### config.mk
export PLATFORM = sky130hd
export DESIGN_NAME = beat_clock_phase_tracker_core_flat
export DESIGN_NICKNAME = d
export VERILOG_FILES = /design/src/bcpt_pkg.sv /design/src/bcpt_in_if.sv /design/src/bcpt_out_if.sv /design/src/beat_clock_phase_tracker_core.sv /design/src/bcpt_div_step.sv /design/src/bcpt_cfg_regs.sv /design/src/flat_wrapper.sv
export SDC_FILE = /design/constraint.sdc
export NUM_CORES = 1
export LEC_CHECK = 0
export BUFFER_PORTS_ARGS = -buffer_cell sky130_fd_sc_hd__buf_2
export CAP_MARGIN = 20
export CORE_MARGIN = 4
export CORE_UTILIZATION = 64
export CTS_CLUSTER_SIZE = 40
export DETAILED_ROUTE_END_ITERATION = 12
export GPL_TIMING_DRIVEN = 0
export PLACE_DENSITY_LB_ADDON = 0.08
export SETUP_SLACK_MARGIN = 0.15
export SLEW_MARGIN = 20
export SYNTH_ARGS = -nofsm -noshare
export SYNTH_HDL_FRONTEND = slang
export SYNTH_SLANG_ARGS = --single-unit
### constraint.sdc
create_clock -name clk -period 15 [get_ports clk]
set_clock_uncertainty 0.15 [all_clocks]
set_input_delay 0.75 -clock clk [delete_from_list [all_inputs] [get_ports clk]]
set_output_delay 0.75 -clock clk [all_outputs]
set_load 0.02 [all_outputs]
### src/bcpt_pkg.sv
// Package for the beat clock phase tracker.
// Holds the configuration struct, register indexes, command codes and fixed constants.
// No dependencies.
package bcpt_pkg;

  // Width of the tempo register and of the interval/remainder datapath.
  localparam int BPM_W      = 10;
  localparam int IVL_BITS   = 16;
  localparam int IVL_IDX_W  = $clog2(IVL_BITS);
  localparam int REM_W      = IVL_BITS;

  localparam logic [IVL_BITS-1:0] MS_PER_MINUTE = 16'd60000;
  localparam logic [BPM_W-1:0]    RESET_BPM     = 10'd120;

  // Configuration register indexes (byte address bit 2).
  localparam logic REG_TEMPO  = 1'b0;
  localparam logic REG_SOURCE = 1'b1;

  // Input commands.
  localparam logic CMD_TICK    = 1'b0;
  localparam logic CMD_TRIGGER = 1'b1;

  // Beat source selections.
  localparam logic SRC_TEMPO = 1'b0;
  localparam logic SRC_SOUND = 1'b1;

  typedef struct packed {
    logic [BPM_W-1:0] tempo_bpm;
    logic             beat_source;
  } cfg_t;

endpackage

### src/bcpt_in_if.sv
// Input channel of the beat clock phase tracker: command and millisecond time.
// Valid/ready handshake; width of now_ms follows TIME_WIDTH.
interface bcpt_in_if #(
  parameter int TIME_WIDTH = 32
);
  logic                  valid;
  logic                  ready;
  logic                  command;
  logic [TIME_WIDTH-1:0] now_ms;

  modport source (output valid, output command, output now_ms, input ready);
  modport sink   (input valid, input command, input now_ms, output ready);
endinterface

### src/bcpt_out_if.sv
// Result channel of the beat clock phase tracker: pulse, count, phase and LED.
// Valid/ready handshake; width of beat_phase follows PHASE_FRAC_BITS.
interface bcpt_out_if #(
  parameter int PHASE_FRAC_BITS = 16
);
  logic                     valid;
  logic                     ready;
  logic                     beat_pulse;
  logic [31:0]              beat_number;
  logic [PHASE_FRAC_BITS:0] beat_phase;
  logic                     beat_led;

  modport source (output valid, output beat_pulse, output beat_number, output beat_phase,
                  output beat_led, input ready);
  modport sink   (input valid, input beat_pulse, input beat_number, input beat_phase,
                  input beat_led, output ready);
endinterface

### src/beat_clock_phase_tracker_core.sv
// Beat clock phase tracker, top level.
// Uses bcpt_pkg, bcpt_in_if, bcpt_out_if, bcpt_div_step and bcpt_cfg_regs.
//
// Usage:
//   in_ch   valid/ready; command 0 is a frame tick carrying now_ms, command 1 a
//           sound trigger. A trigger gives no result.
//   out_ch  valid/ready; one result per frame tick: beat_pulse, beat_number,
//           beat_phase (2^PHASE_FRAC_BITS = one beat) and beat_led.
//   cfg_*   APB-style writes to tempo_bpm (0x0) and beat_source (0x4), pready high.
// Sequence: a frame tick in tempo mode divides out the beat interval
//   (60000 / bpm, one quotient bit per cycle), compares the elapsed time,
//   runs the phase division on the same shared divider step and loads the
//   result. A beat advance skips the phase division and may snap the reference
//   to now before the load; a tick landing exactly on the interval skips it too.
//   The next tick is accepted in the cycle after the load. In sound mode a
//   frame tick goes straight to the result load. in_ch.ready is low meanwhile.
// The result sits in an output register; the next tick is accepted while it
//   waits, and a finished tick holds until the register frees up.
// Reset (rst_n low, synchronous) clears the beat count, reference time, LED and
//   output valid flag, and sets tempo 120 bpm in tempo mode.
module beat_clock_phase_tracker_core #(
  parameter int TIME_WIDTH      = 32,
  parameter int PHASE_FRAC_BITS = 16
) (
  input  logic        clk,
  input  logic        rst_n,
  bcpt_in_if.sink     in_ch,
  bcpt_out_if.source  out_ch,
  input  logic        cfg_psel,
  input  logic        cfg_penable,
  input  logic        cfg_pwrite,
  input  logic [2:0]  cfg_paddr,
  input  logic [31:0] cfg_pwdata,
  output logic [31:0] cfg_prdata,
  output logic        cfg_pready
);
  localparam int STEPS_MAX = (bcpt_pkg::IVL_BITS > PHASE_FRAC_BITS) ?
                             bcpt_pkg::IVL_BITS : PHASE_FRAC_BITS;
  localparam int CNT_W = $clog2(STEPS_MAX);
  localparam int QW    = STEPS_MAX;
  localparam int PH_W  = PHASE_FRAC_BITS + 1;
  localparam logic [PH_W-1:0] PHASE_ONE = {1'b1, {PHASE_FRAC_BITS{1'b0}}};

  typedef enum logic [2:0] {
    S_IDLE,
    S_IVL,
    S_CHECK,
    S_PHASE,
    S_DONE
  } state_t;

  bcpt_pkg::cfg_t cfg;

  bcpt_cfg_regs u_cfg (
    .clk     (clk),
    .rst_n   (rst_n),
    .psel    (cfg_psel),
    .penable (cfg_penable),
    .pwrite  (cfg_pwrite),
    .paddr   (cfg_paddr),
    .pwdata  (cfg_pwdata),
    .prdata  (cfg_prdata),
    .pready  (cfg_pready),
    .cfg     (cfg)
  );

  state_t                      state_r, state_nxt;
  logic [CNT_W-1:0]            cnt_r, cnt_nxt;
  logic [bcpt_pkg::REM_W-1:0]  rem_r, rem_nxt;
  logic [QW-1:0]               quo_r, quo_nxt;
  logic [bcpt_pkg::IVL_BITS-1:0] ivl_r, ivl_nxt;
  logic [TIME_WIDTH-1:0]       now_r, now_nxt;
  logic [TIME_WIDTH-1:0]       ref_r, ref_nxt;
  logic [31:0]                 bcnt_r, bcnt_nxt;
  logic [31:0]                 seen_r, seen_nxt;
  logic                        led_r, led_nxt;
  logic [PH_W-1:0]             phase_r, phase_nxt;
  logic                        adv_r, adv_nxt;
  logic                        out_valid_r, out_valid_nxt;
  logic                        out_pulse_r, out_pulse_nxt;
  logic [31:0]                 out_num_r, out_num_nxt;
  logic [PH_W-1:0]             out_phase_r, out_phase_nxt;
  logic                        out_led_r, out_led_nxt;

  logic [bcpt_pkg::BPM_W-1:0]    bpm_eff;
  logic [bcpt_pkg::REM_W-1:0]    div_w;
  logic                          bit_w;
  logic [bcpt_pkg::REM_W-1:0]    step_rem;
  logic                          step_q;
  logic [bcpt_pkg::IVL_BITS-1:0] ivl_w;
  logic [TIME_WIDTH-1:0]         ivl_ext;
  logic [TIME_WIDTH-1:0]         elapsed_w;
  logic                          load_w;
  logic                          changed_w;

  // A tempo of zero runs as 1 bpm.
  assign bpm_eff = (cfg.tempo_bpm == '0) ? bcpt_pkg::BPM_W'(1) : cfg.tempo_bpm;

  // Interval pass feeds the dividend 60000 MSB first; phase pass shifts in zeros.
  assign div_w = (state_r == S_IVL) ? bcpt_pkg::REM_W'(bpm_eff) : ivl_r;
  assign bit_w = (state_r == S_IVL) ? bcpt_pkg::MS_PER_MINUTE[cnt_r[bcpt_pkg::IVL_IDX_W-1:0]]
                                    : 1'b0;

  bcpt_div_step u_step (
    .rem_i (rem_r),
    .bit_i (bit_w),
    .div_i (div_w),
    .rem_o (step_rem),
    .q_o   (step_q)
  );

  assign ivl_w     = quo_r[bcpt_pkg::IVL_BITS-1:0];
  assign ivl_ext   = TIME_WIDTH'(ivl_w);
  assign elapsed_w = now_r - ref_r;
  assign changed_w = (seen_r != bcnt_r);
  assign load_w    = (state_r == S_DONE) && !adv_r && (!out_valid_r || out_ch.ready);

  assign in_ch.ready = (state_r == S_IDLE);

  always_comb begin
    state_nxt     = state_r;
    cnt_nxt       = cnt_r;
    rem_nxt       = rem_r;
    quo_nxt       = quo_r;
    ivl_nxt       = ivl_r;
    now_nxt       = now_r;
    ref_nxt       = ref_r;
    bcnt_nxt      = bcnt_r;
    seen_nxt      = seen_r;
    led_nxt       = led_r;
    phase_nxt     = phase_r;
    adv_nxt       = adv_r;
    out_valid_nxt = out_valid_r && !out_ch.ready;
    out_pulse_nxt = out_pulse_r;
    out_num_nxt   = out_num_r;
    out_phase_nxt = out_phase_r;
    out_led_nxt   = out_led_r;

    case (state_r)
      S_IDLE: begin
        if (in_ch.valid) begin
          if (in_ch.command == bcpt_pkg::CMD_TRIGGER) begin
            if (cfg.beat_source == bcpt_pkg::SRC_SOUND) begin
              bcnt_nxt = bcnt_r + 32'd1;
            end
          end else begin
            now_nxt = in_ch.now_ms;
            adv_nxt = 1'b0;
            if (cfg.beat_source == bcpt_pkg::SRC_SOUND) begin
              phase_nxt = PHASE_ONE;
              state_nxt = S_DONE;
            end else begin
              rem_nxt   = '0;
              quo_nxt   = '0;
              cnt_nxt   = CNT_W'(bcpt_pkg::IVL_BITS - 1);
              state_nxt = S_IVL;
            end
          end
        end
      end
      S_IVL: begin
        rem_nxt = step_rem;
        quo_nxt = {quo_r[QW-2:0], step_q};
        if (cnt_r == '0) begin
          state_nxt = S_CHECK;
        end else begin
          cnt_nxt = cnt_r - CNT_W'(1);
        end
      end
      S_CHECK: begin
        ivl_nxt = ivl_w;
        if (elapsed_w > ivl_ext) begin
          bcnt_nxt  = bcnt_r + 32'd1;
          phase_nxt = '0;
          ref_nxt   = ref_r + ivl_ext;
          adv_nxt   = 1'b1;
          state_nxt = S_DONE;
        end else if (elapsed_w == ivl_ext) begin
          phase_nxt = PHASE_ONE;
          state_nxt = S_DONE;
        end else begin
          // Elapsed lies below the interval here, so it fits the remainder.
          rem_nxt   = elapsed_w[bcpt_pkg::REM_W-1:0];
          quo_nxt   = '0;
          cnt_nxt   = CNT_W'(PHASE_FRAC_BITS - 1);
          state_nxt = S_PHASE;
        end
      end
      S_PHASE: begin
        rem_nxt = step_rem;
        quo_nxt = {quo_r[QW-2:0], step_q};
        if (cnt_r == '0) begin
          phase_nxt = {1'b0, quo_nxt[PHASE_FRAC_BITS-1:0]};
          state_nxt = S_DONE;
        end else begin
          cnt_nxt = cnt_r - CNT_W'(1);
        end
      end
      S_DONE: begin
        if (adv_r) begin
          // Snap the reference to now when beats were missed.
          if (ref_r < now_r) begin
            ref_nxt = now_r;
          end
          adv_nxt = 1'b0;
        end else if (load_w) begin
          out_valid_nxt = 1'b1;
          out_pulse_nxt = changed_w;
          out_num_nxt   = bcnt_r;
          out_phase_nxt = phase_r;
          out_led_nxt   = led_r ^ changed_w;
          seen_nxt      = bcnt_r;
          led_nxt       = led_r ^ changed_w;
          state_nxt     = S_IDLE;
        end
      end
      default: begin
        state_nxt = S_IDLE;
      end
    endcase
  end

  always_ff @(posedge clk) begin
    if (!rst_n) begin
      state_r     <= S_IDLE;
      ref_r       <= '0;
      bcnt_r      <= '0;
      seen_r      <= '0;
      led_r       <= 1'b0;
      adv_r       <= 1'b0;
      out_valid_r <= 1'b0;
    end else begin
      state_r     <= state_nxt;
      ref_r       <= ref_nxt;
      bcnt_r      <= bcnt_nxt;
      seen_r      <= seen_nxt;
      led_r       <= led_nxt;
      adv_r       <= adv_nxt;
      out_valid_r <= out_valid_nxt;
    end
    cnt_r       <= cnt_nxt;
    rem_r       <= rem_nxt;
    quo_r       <= quo_nxt;
    ivl_r       <= ivl_nxt;
    now_r       <= now_nxt;
    phase_r     <= phase_nxt;
    out_pulse_r <= out_pulse_nxt;
    out_num_r   <= out_num_nxt;
    out_phase_r <= out_phase_nxt;
    out_led_r   <= out_led_nxt;
  end

  assign out_ch.valid       = out_valid_r;
  assign out_ch.beat_pulse  = out_pulse_r;
  assign out_ch.beat_number = out_num_r;
  assign out_ch.beat_phase  = out_phase_r;
  assign out_ch.beat_led    = out_led_r;

  a_tick_busy: assert property (@(posedge clk) disable iff (!rst_n)
    in_ch.valid && in_ch.ready && (in_ch.command == bcpt_pkg::CMD_TICK) |=> !in_ch.ready)
    else $error("input ready while a frame tick is in work");

  a_rem_below_ivl: assert property (@(posedge clk) disable iff (!rst_n)
    (state_r == S_PHASE) |-> (rem_r < ivl_r))
    else $error("phase remainder not below interval");

  a_led_toggle: assert property (@(posedge clk) disable iff (!rst_n)
    load_w && changed_w |=> (led_r != $past(led_r)) && out_ch.beat_pulse)
    else $error("beat change without LED toggle and pulse");

  a_phase_range: assert property (@(posedge clk) disable iff (!rst_n)
    out_valid_r |-> (out_ch.beat_phase <= PHASE_ONE))
    else $error("beat phase above one beat");

  a_pulse_count: assert property (@(posedge clk) disable iff (!rst_n)
    load_w |=> (seen_r == $past(bcnt_r)))
    else $error("seen count not updated at result load");

endmodule

### src/bcpt_div_step.sv
// One restoring-division step: shift a bit into the remainder, compare, subtract.
// Shared by the interval and phase divisions; uses bcpt_pkg for widths.
module bcpt_div_step (
  input  logic [bcpt_pkg::REM_W-1:0] rem_i,
  input  logic                       bit_i,
  input  logic [bcpt_pkg::REM_W-1:0] div_i,
  output logic [bcpt_pkg::REM_W-1:0] rem_o,
  output logic                       q_o
);
  logic [bcpt_pkg::REM_W:0] shifted;
  logic [bcpt_pkg::REM_W:0] diff;

  assign shifted = {rem_i, bit_i};
  assign diff    = shifted - {1'b0, div_i};
  assign q_o     = (shifted >= {1'b0, div_i});
  // Remainder stays below the divisor, so the top bit drops out either way.
  assign rem_o   = q_o ? diff[bcpt_pkg::REM_W-1:0] : shifted[bcpt_pkg::REM_W-1:0];
endmodule

### src/bcpt_cfg_regs.sv
// APB-style configuration registers: tempo_bpm at 0x0, beat_source at 0x4.
// Uses bcpt_pkg for the register struct and indexes.
module bcpt_cfg_regs (
  input  logic                clk,
  input  logic                rst_n,
  input  logic                psel,
  input  logic                penable,
  input  logic                pwrite,
  input  logic [2:0]          paddr,
  input  logic [31:0]         pwdata,
  output logic [31:0]         prdata,
  output logic                pready,
  output bcpt_pkg::cfg_t      cfg
);
  logic [bcpt_pkg::BPM_W-1:0] tempo_r, tempo_nxt;
  logic                       source_r, source_nxt;
  logic                       wr_en;

  assign pready = 1'b1;
  assign wr_en  = psel && penable && pwrite;

  always_comb begin
    tempo_nxt  = tempo_r;
    source_nxt = source_r;
    if (wr_en) begin
      case (paddr[2])
        bcpt_pkg::REG_TEMPO:  tempo_nxt  = pwdata[bcpt_pkg::BPM_W-1:0];
        bcpt_pkg::REG_SOURCE: source_nxt = pwdata[0];
        default: ;
      endcase
    end
  end

  always_ff @(posedge clk) begin
    if (!rst_n) begin
      tempo_r  <= bcpt_pkg::RESET_BPM;
      source_r <= bcpt_pkg::SRC_TEMPO;
    end else begin
      tempo_r  <= tempo_nxt;
      source_r <= source_nxt;
    end
  end

  always_comb begin
    case (paddr[2])
      bcpt_pkg::REG_TEMPO:  prdata = {{(32-bcpt_pkg::BPM_W){1'b0}}, tempo_r};
      bcpt_pkg::REG_SOURCE: prdata = {31'd0, source_r};
      default:              prdata = 32'd0;
    endcase
  end

  assign cfg.tempo_bpm   = tempo_r;
  assign cfg.beat_source = source_r;
endmodule

### src/flat_wrapper.sv
// flat-port wrapper written by rule: the top's interface ports become plain ports
module beat_clock_phase_tracker_core_flat 
#(
  parameter int TIME_WIDTH      = 32,
  parameter int PHASE_FRAC_BITS = 16
)
  (clk, rst_n, cfg_psel, cfg_penable, cfg_pwrite, cfg_paddr, cfg_pwdata, cfg_prdata, cfg_pready, in_ch_valid, in_ch_command, in_ch_now_ms, in_ch_ready, out_ch_valid, out_ch_beat_pulse, out_ch_beat_number, out_ch_beat_phase, out_ch_beat_led, out_ch_ready);
  bcpt_in_if #(.TIME_WIDTH(TIME_WIDTH)) in_ch_i ();
  bcpt_out_if #(.PHASE_FRAC_BITS(PHASE_FRAC_BITS)) out_ch_i ();
  input  logic clk;
  input  logic rst_n;
  input  logic cfg_psel;
  input  logic cfg_penable;
  input  logic cfg_pwrite;
  input  logic [2:0] cfg_paddr;
  input  logic [31:0] cfg_pwdata;
  output logic [31:0] cfg_prdata;
  output logic cfg_pready;
  input wire logic [$bits(in_ch_i.valid)-1:0] in_ch_valid;
  input wire logic [$bits(in_ch_i.command)-1:0] in_ch_command;
  input wire logic [$bits(in_ch_i.now_ms)-1:0] in_ch_now_ms;
  output wire logic [$bits(in_ch_i.ready)-1:0] in_ch_ready;
  output wire logic [$bits(out_ch_i.valid)-1:0] out_ch_valid;
  output wire logic [$bits(out_ch_i.beat_pulse)-1:0] out_ch_beat_pulse;
  output wire logic [$bits(out_ch_i.beat_number)-1:0] out_ch_beat_number;
  output wire logic [$bits(out_ch_i.beat_phase)-1:0] out_ch_beat_phase;
  output wire logic [$bits(out_ch_i.beat_led)-1:0] out_ch_beat_led;
  input wire logic [$bits(out_ch_i.ready)-1:0] out_ch_ready;
  assign in_ch_i.valid = in_ch_valid;
  assign in_ch_i.command = in_ch_command;
  assign in_ch_i.now_ms = in_ch_now_ms;
  assign in_ch_ready = in_ch_i.ready;
  assign out_ch_valid = out_ch_i.valid;
  assign out_ch_beat_pulse = out_ch_i.beat_pulse;
  assign out_ch_beat_number = out_ch_i.beat_number;
  assign out_ch_beat_phase = out_ch_i.beat_phase;
  assign out_ch_beat_led = out_ch_i.beat_led;
  assign out_ch_i.ready = out_ch_ready;
  beat_clock_phase_tracker_core #(.TIME_WIDTH(TIME_WIDTH), .PHASE_FRAC_BITS(PHASE_FRAC_BITS)) u_core (.clk(clk), .rst_n(rst_n), .in_ch(in_ch_i), .out_ch(out_ch_i), .cfg_psel(cfg_psel), .cfg_penable(cfg_penable), .cfg_pwrite(cfg_pwrite), .cfg_paddr(cfg_paddr), .cfg_pwdata(cfg_pwdata), .cfg_prdata(cfg_prdata), .cfg_pready(cfg_pready));
endmodule
==> results of run 1 <==
## per-layer routing
layer	global-route usage (%)	vias to the layer above
met4	9.73	0
met1	43.5	6014
met3	4.39	93
met2	51.0	592
li1	-	6090
met5	0	-
## flip-flops by register name (all words and copies together), names as in the netlist, 16 cells and up, named ones only
register and cells:
u_core.rem_r 16, u_core.out_ch.beat_phase 17, u_core.now_r 32, u_core.ivl_w 16, u_core.out_ch.beat_number 32, u_core.phase_r 17, u_core.seen_r 32, u_core.bcnt_r 32
u_core.ivl_r 16, u_core.ref_r 32
## where the power goes
group / internal [mW] / total, mW / switching (mW)
registers: 0.807 / 0.831 / 0.0238
clock network: 0.431 / 0.727 / 0.296
logic: 0.143 / 0.381 / 0.238
total: 1.38 / 1.94 / 0.558
## critical path: cells and delay by family, from the launching register on
family | cells | cell delay (ns)
adders and majority gates | 1 | 0.21
muxes | 1 | 0.30
AOI/OAI and AO/OA | 8 | 1.64
buffers and inverters | 4 | 1.84
and+or+nand+nor | 5 | 1.68
DFF | 1 | 0.36
## final timing paths
| check | from | to | slack, ns |
|---|---|---|---|
| worst min-delay path | in_ch_now_ms[30] | u_core.now_r[30]$_DFFE_PP_ | 0.20 |
| worst min register to register | u_core.phase_r[15]$_DFFE_PP_ | u_core.out_ch.beat_phase[15]$_DFFE_PP_ | 0.26 |
| worst max-delay path | u_core.state_r[1]$_SDFFE_PN0P_ | u_core.rem_r[1]$_DFFE_PP_ | 8.49 |
| worst max register to register | u_core.state_r[1]$_SDFFE_PN0P_ | u_core.rem_r[1]$_DFFE_PP_ | 8.49 |
## synth_stat cells, drive strengths merged (10+ instances only)
master	count
a31oi	10
and3	20
a2111oi	10
nor2b	22
a21oi	125
nand4	37
edfxtp	152
xnor2	71
clkbuf	50
mux2i	39
o31ai	17
inv	90
xor2	17
buf	43
nand3	48
dfxtp	114
nor2	105
and2	17
nor3	40
nand2	200
a211oi	29
a21boi	10
nand2b	24
o21a	13
o21ai	71
ha	83
a21o	33
## area by class of cell
| type | count | area share [%] |
|---|---|---|
| buffer | 93 | 2.68 |
| clock buffer | 36 | 4.65 |
| clock inverter | 16 | 1.07 |
| inverter | 92 | 2.00 |
| multi-input combinational | 1175 | 43.9 |
| sequential | 266 | 39.7 |
| tap | 313 | 2.27 |
| timing repair buffer | 116 | 3.72 |
## cells by family (layout without fill, tap and decap cells)
| kind of cell | Yosys count | count (layout) | synth area share, % |
|---|---|---|---|
| buf+inv | 185 | 353 | 5.31 |
| flops | 266 | 266 | 45.3 |
| other cells | 2 | 23 | 0.0497 |
| fa+ha+maj | 86 | 86 | 7.27 |
| xor+xnor | 88 | 88 | 5.10 |
| mux | 41 | 41 | 2.73 |
| compound gates | 385 | 385 | 16.8 |
| simple gates | 552 | 552 | 17.4 |
## per-stage QoR
stage	cells	area (µm²)	util, %	hold slack (ns)	power [mW]
4_1_cts	2107	17200	75.2	0.190	1.93
3_5_place_dp	2055	16200	70.9	0.255	1.21
2_1_floorplan	1626	15200	-	0.250	1.11
6_report	2107	17200	75.2	0.196	1.94
5_1_grt	2107	17200	75.2	0.195	2.02
3_3_place_gp	2052	16100	70.5	0.251	1.20
==> summary.md, run 1 <==
| Metric | Value |
|---|---|
| Power per cell area | `113 nW/µm²` |
| Initial DRC Count | `1426` |
| Worst Hold Path Cells | `1` |
| Fmax | `0.154 GHz` |
| Post-route ant nets | `0` |
| Most frequent cells in the layout | `nand2_1, edfxtp_1, buf_2` |
| Final critical-path share of the clock period | `43.4%` |
| Mapped Cells | `1605` |
| Resize count post-CTS | `0` |
| Avg WL per Cell | `19.8 µm` |
| Clock Tree Buf Depth | `3` |
| Slew Viols, Final | `0` |
| Status | `completed` |
| Ys Warns | `0` |
| Post-DP HPWL | `31.3 mm` |
| Vias in the first global route | `12300` |
| Slew margin rel. | `33.1%` |
| Number of fill cells in the layout | `1667` |
| Min-delay worst type | `input port to flip-flop` |
| Root Buffer | `clkbuf_16` |
| Post-CTS setup buffer count | `0` |
| Commonest non-fill, non-tap cell in the layout | `nand2_1` |
| Crit Path Category | `flip-flop to flip-flop` |
| Die footprint | `26100 µm²` |
| Worst-Skew Late Latency | `0.57 ns` |
| Num ports | `161` |
| Area delta synth->final | `14.1%` |
| Post-Synthesis Cell Area | `15100 µm²` |
| Setup-failing EPs final | `0` |
| Reg2reg path depth | `19` |
| Metal1 wirelength | `17.4 mm` |
| Tightest Pin Transition | `1.00 ns` |
| Initial core utilization | `65.9%` |
| Die H | `162 µm` |
| Crit-path max FO | `10` |
| Worst setup SP type | `flip-flop` |
| Avg Inst Size Synth | `9.41 µm²` |
| Clock sinks | `266` |
| First-pass GRT wire length | `65.6 mm` |
| Peak VDD IR | `0.100 mV` |
| Total number of vias | `12800` |
| DP Worst Slack | `8.71 ns` |
| RSZ-0062 raised after global routing | `false` |
| Dominant cell type by area after synthesis | `edfxtp_1` |
| Total negative slack | `0 ns` |
| DRT Wirelength | `41.6 mm` |
| DR pass1 iterations | `7` |
| CTS Buf Count | `28` |
| Gr ovfl total | `0` |
| Antenna violations before repair | `0` |
| CP required | `15.13 ns` |
| Synth top area share | `30.2%` |
| Register area | `6850 µm²` |
| Multi-input combinational cell area | `7560 µm²` |
| CTS H-tree depth | `1` |
| Vias/cell | `6.07` |
| DIE WIDTH | `162 µm` |
| Area contributors post-synth | `edfxtp_1, dfxtp_1, ha_1` |
| Met3 wire len | `3.59 mm` |
| Clock-pin slew on the worst setup and hold paths | `0.07 ns` |
| Uppermost routed layer | `met4` |
| Slowest cell delay on critical path | `0.77 ns` |
| Fin worst setup slack | `8.49 ns` |
| Total GRT Usage | `31.2%` |
| Cell variety after synth | `77` |
| GP Congestion | `0.977` |
| Share of cells above drive strength 1 | `13.0%` |
| Fin crit period | `6.51 ns` |
| DR WL met2 | `19.2 mm` |
| Port bufs | `113` |
| Crit path capture type | `flip-flop` |
| CTS Hold Bufs | `0` |
| Ys async rst share | `0%` |
| Core Box Area | `22900 µm²` |
| Diode count | `0` |
| Hold Vio Cnt, Final | `0` |
| Max_cap viols | `0` |
| Final net count | `1933` |
| CTS tree | `done` |
| CP cell instances | `clkbuf_1 > clkinv_1 > nand2_1 > clkbuf_1 > nand2_1 > o21ai_0 > ha_1 > nor2b_1 > o21a_1 > o21ai_0 > a31o_2 > a31oi_1 > and4_1 > o31ai_1 > a21oi_1 > nor2_1 > buf_2 > mux2i_1 > o22ai_1` |
| Post-synth top flop | `edfxtp_1` |
| Pin count of the biggest net entering global routing | `36` |
| Sequential share of the synthesized area | `45.3%` |
| EDFF count, synth | `152` |
| Row count | `55` |
| Synthesized flop and latch total | `266` |
| Worst path slowest cell | `nor2_1` |
| Leak pwr | `6.67 nW` |
| Worst endpoint data arrival time | `6.63 ns` |
| Remaining DRCs | `0` |
Note: power is estimated with default switching activity, not from simulation.
==> inputs of run 2 (changes only) <==
Settings changed: ABC_AREA set to 1, CORE_UTILIZATION 64 to 60.
Clock period 15 ns to 6.5 ns, I/O delays scaled along.
==> run 2 against run 1 <==
Final cell count up 26%. Core utilization down 4.2 points. Via count increased by 15%. Total power grew to 2.7 times the previous value.
==> summary.md, run 2 <==
| Metric | Value |
|---|---|
| CTS Buf Count | `29 (+3.6%)` |
| Clock Tree Buf Depth | `3 (unchanged)` |
| Compound-Gate Fraction of Synth Area | `11.6% (-5.1 points)` |
| Avg WL per Cell | `17.6 µm (-11%)` |
| Total negative slack | `0 ns (unchanged)` |
| DIE WIDTH | `171 µm (+5.9%)` |
| Gr ovfl total | `0 (unchanged)` |
| RSZ-0062 raised after global routing | `false` |
| Core Box Area | `26100 µm² (+14%)` |
| Mapped Cells | `2087 (+30%)` |
| CTS H-tree depth | `1 (unchanged)` |
| XOR/XNOR Fraction of Synth Area | `4.99% (-0.11 points)` |
| Initial DRC Count | `1425 (-0.070%)` |
| Commonest non-fill, non-tap cell in the layout | `nand2_1` |
| Min-delay worst type | `input port to flip-flop` |
| Post-synth top flop | `edfxtp_1` |
| Synth Area in Simple Gates | `23.9% (+6.5 points)` |
| Post-Synthesis Cell Area | `16000 µm² (+5.7%)` |
| Dominant cell type by area after synthesis | `edfxtp_1` |
| Die H | `171 µm (+5.9%)` |
| DR pass1 iterations | `6 (-1)` |
| Synth top area share | `28.6% (-1.6 points)` |
| Crit Path Category | `flip-flop to flip-flop` |
| Final critical-path share of the clock period | `90.8% (+47 points)` |
| Remaining DRCs | `0 (unchanged)` |
| Max_cap viols | `0 (unchanged)` |
| Fmax | `0.169 GHz (+10%)` |
| Most frequent cells after synthesis | `nand2_1, inv_1, nor2_1` |
| Sw Ratio | `33.3% (+4.5 points)` |
| Crit-path max FO | `10 (unchanged)` |
| Final net count | `2461 (+27%)` |
| Post-DP HPWL | `35.8 mm (+14%)` |
| Share of cells above drive strength 1 | `10.2% (-2.8 points)` |
| Vias/cell | `5.52 (-9.0%)` |
| Cell with the most instances after synthesis | `nand2_1` |
| Post-synthesis mux area share | `0% (-2.7 points)` |
| Leak pwr | `8.09 nW (+21%)` |
| R2R Path Start | `u_core.state_r[0]$_SDFFE_PN0P_` |
| Post-CTS setup buffer count | `0 (unchanged)` |
| Fin crit period | `5.90 ns (-0.601 ns)` |
| Ys async rst share | `0% (unchanged)` |
| Switching power total | `1.71 mW (+210%)` |
| Row count | `59 (+7.3%)` |
| Synthesized flop and latch total | `266 (unchanged)` |
| Slew margin rel. | `43.6% (+10 points)` |
| Total number of vias | `14700 (+15%)` |
| Antenna violations before repair | `0 (unchanged)` |
| Initial core utilization | `61.1% (-4.8 points)` |
| CTS tree | `done` |
| Peak VDD IR | `0.205 mV (+100%)` |
| Worst Min Path Start | `cfg_paddr[2]` |
| Worst-Skew Late Latency | `0.57 ns (about the same)` |
| Hold Vio Cnt, Final | `0 (unchanged)` |
| Setup-failing EPs final | `0 (unchanged)` |
| Sequential share of the synthesized area | `42.9% (-2.4 points)` |
| Status | `completed` |
| CP required | `6.64 ns (-8.49 ns)` |
| Clock sinks | `266 (unchanged)` |
| First-pass GRT wire length | `72.8 mm (+11%)` |
| EDFF count, synth | `152 (unchanged)` |
| Slew Viols, Final | `0 (unchanged)` |
| Num ports | `161 (unchanged)` |
| Area delta synth->final | `16.2%` |
| Tightest Pin Transition | `0.839 ns (-0.161 ns)` |
| P_int | `3.43 mW (+150%)` |
| DRT Wirelength | `46.7 mm (+12%)` |
| Most frequent cells in the layout | `nand2_1, inv_1, nor2_1` |
| Worst endpoint data arrival time | `6.04 ns (-0.59 ns)` |
| Fin cells | `2658 (+26%)` |
| Vias in the first global route | `13900 (+13%)` |
| Share of power burned in registers | `40.2% (-2.7 points)` |
| Power share of the combinational group | `27.4% (+7.8 points)` |
| Ys Warns | `0 (unchanged)` |
| Avg Inst Size Synth | `7.65 µm² (-19%)` |
| CP startpoint | `u_core.state_r[0]$_SDFFE_PN0P_` |
| GP Congestion | `1.02 (+4.6%)` |
| Clock-pin slew on the worst setup and hold paths | `0.06 ns (about the same)` |
| Crit path capture type | `flip-flop` |
| Post-route ant nets | `0 (unchanged)` |
| Area contributors post-synth | `edfxtp_1, dfxtp_1, nand2_1` |
| Diode count | `0 (unchanged)` |
| Fraction of the mapped netlist area in adder cells | `6.88% (-0.39 points)` |
| Pin count of the biggest net entering global routing | `26 (-28%)` |
| Power per cell area | `277 nW/µm² (+150%)` |
| Die footprint | `29300 µm² (+12%)` |
| Clock power frac | `32.4% (-5.1 points)` |
| Worst setup SP type | `flip-flop` |
| Cell variety after synth | `53 (-31%)` |
| Total GRT Usage | `31.4% (+0.17 points)` |
| Cell count after placement | `2561 (+25%)` |
| Main combinational cell family by area after synthesis | `simple AND/OR/NAND/NOR gates` |
| Root Buffer | `clkbuf_16` |
| Number of fill cells in the layout | `2072 (+24%)` |
| Port bufs | `112 (-0.88%)` |
## run 2: changes by cell type in the layout (fill, tap and decap cells not counted), sizes merged, moves of 24 or more
cell         delta
inv           +195
a21o           -29
o21ai          +68
nor2           +78
xor2           +40
nand2b         -24
mux2i          -39
nand2         +392
a21oi          +38
xnor2          -37
a211oi         -28
dlygate4sd3    +43
## run 2: what timing repair did
item / CTS / global route
hold buffers: 43 / 0
gates resized for setup: 0 / 0
hold endpoints to repair: 44 / 0
## run 2: worst max-delay path, cell delays in order, from the launching register on
cell	delay, ns
dfxtp_1	0.40
inv_1	0.08
nor2_1	0.58
inv_1	0.18
nor2_1	0.57
clkinv_1	0.51
clkbuf_1	0.37
o21ai_0	0.24
inv_1	0.07
ha_1	0.34
inv_1	0.08
nor3_1	0.23
nand2_1	0.08
nand2_1	0.13
a21boi_1	0.12
o21ai_0	0.27
nand2_1	0.14
o21bai_1	0.21
nand2_1	0.13
nand2_2	0.17
buf_2	0.25
nand2_1	0.06
o21ai_0	0.13
o21ai_0	0.12
## run 2: final cells by class
cell class                      instances  area [µm²]  area share [%]
Buffer                                 82         467            2.52
Clock buffer                           43         840            4.53
Multi-Input combinational cell       1474        7680            41.4
Tap cell                              335         419            2.26
Timing Repair Buffer                  161        1100            5.91
Sequential cell                       266        6850            36.9
Clock inverter                         11         131           0.708
Inverter                              286        1070            5.79
## run 2: kinds of logic after synthesis
kind of cell | Yosys count
flops | 266
compound gates | 343
xor+xnor | 91
fa+ha+maj | 86
simple gates | 931
other cells | 2
buf+inv | 368
## run 2: stage by stage
step	setup slack, ns	total power [mW]	hold slack (ns)	area [µm²]	utilization [%]
2_1_floorplan	1.96	3.02	0.250	16000	-
3_3_place_gp	0.444	3.39	0.251	17000	65.2
3_5_place_dp	0.810	3.45	0.255	17200	65.6
4_1_cts	0.755	5.13	0.00648	18600	71.0
5_1_grt	0.192	5.39	0.0508	18600	71.0
6_report	0.596	5.14	0.0427	18600	71.0
## run 2: worst paths after layout
check                                          end  slack, ns  cells past startpoint
min           u_core.u_cfg.tempo_r[4]$_SDFFE_PN1P_       0.04                      3
max                      u_core.rem_r[8]$_DFFE_PP_       0.60                     23
max reg2reg              u_core.rem_r[8]$_DFFE_PP_       0.60                     23
min reg2reg  u_core.out_ch.beat_phase[8]$_DFFE_PP_       0.27                      0
## run 2: power by group through the flow
| stage | clock network [mW] | registers (mW) | logic (mW) |
|---|---|---|---|
| after floorplan | 0 | 2.11 | 0.912 |
| after global placement | 0 | 2.10 | 1.29 |
| after detailed placement | 0 | 2.10 | 1.35 |
| after CTS | 1.68 | 2.06 | 1.38 |
| after global routing | 1.76 | 2.08 | 1.56 |
| final | 1.67 | 2.07 | 1.41 |
## run 2: metal layers
| layer | global-route usage [%] | wire length, µm | up-vias |
|---|---|---|---|
| li1 | - | - | 7188 |
| met1 | 42.7 | 19800 | 6739 |
| met2 | 52.6 | 21800 | 659 |
| met3 | 4.23 | 3850 | 92 |
| met4 | 9.30 | 1260 | 0 |
| met5 | 0 | 0 | - |
==> inputs of run 3 (changes only) <==
Settings changed: PLACE_DENSITY set to 0.82, PLACE_DENSITY_LB_ADDON 0.08 to unset.
==> run 3 against run 2 <==
Sequential share of layout area about the same. Worst hold slack got worse by 0.023 ns. Via count increased by 1.2%. Critical endpoint is now u_core.rem_r[11]$_DFFE_PP_. Largest power group unchanged.
==> summary.md, run 3 (synthesized netlist as in run 2, its figures left out) <==
| Metric | Value |
|---|---|
| Status | `completed` |
| CP startpoint | `u_core.state_r[0]$_SDFFE_PN0P_` |
| Most frequent cells in the layout | `nand2_1, inv_1, nor2_1` |
| Worst Hold Path Cells | `3 (unchanged)` |
| Die H | `171 µm (unchanged)` |
| Worst R2R End | `u_core.rem_r[11]$_DFFE_PP_` |
| CP required | `6.65 ns (about the same)` |
| Tightest Pin Transition | `0.941 ns (+0.103 ns)` |
| Clock sinks | `266 (unchanged)` |
| Total negative slack | `0 ns (unchanged)` |
| Hold Vio Cnt, Final | `0 (unchanged)` |
| Power per cell area | `277 nW/µm² (about the same)` |
| Remaining DRCs | `0 (unchanged)` |
| Max_cap viols | `0 (unchanged)` |
| Worst endpoint data arrival time | `5.65 ns (-0.39 ns)` |
| Avg WL per Cell | `17.4 µm (-0.91%)` |
| Initial DRC Count | `1550 (+8.8%)` |
| Gr ovfl total | `0 (unchanged)` |
| DR pass1 iterations | `8 (+2)` |
| Worst-Skew Late Latency | `0.57 ns (about the same)` |
| Slew Viols, Final | `0 (unchanged)` |
| RSZ-0062 raised after global routing | `false` |
| Port bufs | `112 (unchanged)` |
| Root Buffer | `clkbuf_16` |
| Total number of vias | `14800 (+1.2%)` |
| Core Box Area | `26100 µm² (unchanged)` |
| CTS H-tree depth | `1 (unchanged)` |
| Share of cells above drive strength 1 | `10.4% (+0.23 points)` |
| Worst setup SP type | `flip-flop` |
| Number of fill cells in the layout | `2101 (+1.4%)` |
| Multi-input combinational cell area | `7680 µm² (about the same)` |
| Slew margin rel. | `36.7% (-6.9 points)` |
| Final Util | `70.9% (about the same)` |
| Worst Min Path Start | `cfg_penable` |
| R2R setup slack | `1.0 ns (+0.40 ns)` |
| Vias/cell | `5.59 (+1.3%)` |
| Crit-path max FO | `10 (unchanged)` |
| Commonest non-fill, non-tap cell in the layout | `nand2_1` |
| Final net count | `2459 (-0.081%)` |
| Clock Tree Buf Depth | `3 (unchanged)` |
| Initial core utilization | `61.1% (unchanged)` |
| Fmax | `0.182 GHz (+7.3%)` |
| R2R Path Start | `u_core.state_r[0]$_SDFFE_PN0P_` |
| Reg2reg path depth | `23 (unchanged)` |
| Post-route ant nets | `0 (unchanged)` |
| First-pass GRT wire length | `72.5 mm (-0.29%)` |
| Num ports | `161 (unchanged)` |
| Fin crit period | `5.50 ns (-0.401 ns)` |
| Setup-failing EPs final | `0 (unchanged)` |
| Die footprint | `29300 µm² (unchanged)` |
| Total GRT Usage | `31.1% (-0.31 points)` |
| Crit Path Category | `flip-flop to flip-flop` |
| Leak pwr | `8.10 nW (about the same)` |
| Peak VDD IR | `0.202 mV (-1.6%)` |
| Post-DP HPWL | `35.5 mm (-0.84%)` |
| CTS Buf Count | `28 (-3.4%)` |
| DRT Wirelength | `46.2 mm (-1.0%)` |
| Min-delay worst type | `input port to flip-flop` |
| Hold EP | `u_core.u_cfg.source_r$_SDFFE_PN0P_` |
| Pin count of the biggest net entering global routing | `38 (+46%)` |
| Antenna violations before repair | `1 (+1)` |
| CTS tree | `done` |
| Clock-pin slew on the worst setup and hold paths | `0.06 ns (about the same)` |
| Crit path capture type | `flip-flop` |
| Register area | `6850 µm² (unchanged)` |
| Row count | `59 (unchanged)` |
| Post-CTS setup buffer count | `0 (unchanged)` |
| Diode count | `0 (unchanged)` |
| GP Congestion | `1.01 (-0.82%)` |
| DIE WIDTH | `171 µm (unchanged)` |
| Area delta synth->final | `16.1% (about the same)` |
| Vias in the first global route | `14200 (+1.5%)` |
| Final critical-path share of the clock period | `84.7% (-6.2 points)` |
-- run 3: stage by stage --
step | hold slack, ns | std cells | setup WS, ns | instance area [µm²] | power [mW]
global placement | 0.251 | 2555 | 0.539 | 17000 | 3.38
global route | 0.0331 | 2655 | 0.424 | 18500 | 5.40
floorplan | 0.250 | 2108 | 1.96 | 16000 | 3.02
finish | 0.0195 | 2655 | 0.997 | 18500 | 5.14
CTS | 0.00181 | 2655 | 0.825 | 18500 | 5.13
detailed placement | 0.255 | 2560 | 0.897 | 17100 | 3.43
-- run 3: final cells by class --
class                   instances  share of cell area (%)
multi-input cells            1474                    41.4
flip-flops and latches        266                    36.9
inverters                     286                    5.79
repair buffers                160                    5.72
clock buffers                  34                    4.29
plain buffers                  82                    2.52
well taps                     335                    2.26
clock inverters                18                    1.06
-- run 3: worst max-delay path, stage by stage (launching register included) --
cell and delay [ns]:
dfxtp_1 0.38, inv_1 0.07, nor2_1 0.59, inv_1 0.20, nor2_2 0.39, clkinv_1 0.39, clkbuf_1 0.37, o21ai_0 0.25
inv_1 0.06, ha_1 0.35, inv_1 0.08, nor3_1 0.18, nand2_1 0.08, nand2_1 0.13, a21boi_1 0.11, o21ai_0 0.29
nand2_1 0.13, o21bai_1 0.20, nand2_1 0.11, nand2_2 0.18, buf_2 0.26, nand2_1 0.08, o21ai_0 0.11, o21ai_0 0.12
-- run 3: layer usage --
metal | GRT usage [%] | routed length [µm] | up-vias
li1 | - | - | 7184
met1 | 41.8 | 18900 | 6830
met2 | 51.2 | 21300 | 715
met3 | 5.22 | 4420 | 116
met4 | 10.4 | 1570 | 2
met5 | 0 | 13 | -
-- run 3: power by group --
group,total [mW],internal (mW),switching (mW)
logic,1.39,0.474,0.918
clock network,1.69,0.995,0.693
registers,2.06,1.97,0.0926
-- run 3: worst max-delay path by stage --
| stage | to | slack [ns] | depth (start not counted) |
|---|---|---|---|
| floorplan | u_core.ivl_w[0]$_SDFFCE_PP0P_ | 1.96 | 18 |
| global placement | u_core.ivl_w[6]$_SDFFCE_PP0P_ | 0.54 | 17 |
| detailed placement | u_core.rem_r[8]$_DFFE_PP_ | 0.90 | 23 |
| CTS | u_core.rem_r[8]$_DFFE_PP_ | 0.83 | 23 |
| global route | u_core.rem_r[8]$_DFFE_PP_ | 0.42 | 23 |
| finish | u_core.rem_r[11]$_DFFE_PP_ | 1.0 | 23 |
-- run 3: timing repair --
| action | in CTS | in global routing |
|---|---|---|
| endpoints found under the setup margin | 0 | 3 |
| hold endpoints to repair | 44 | 0 |
| gates resized for setup | 0 | 1 |
| hold buffers | 43 | 0 |
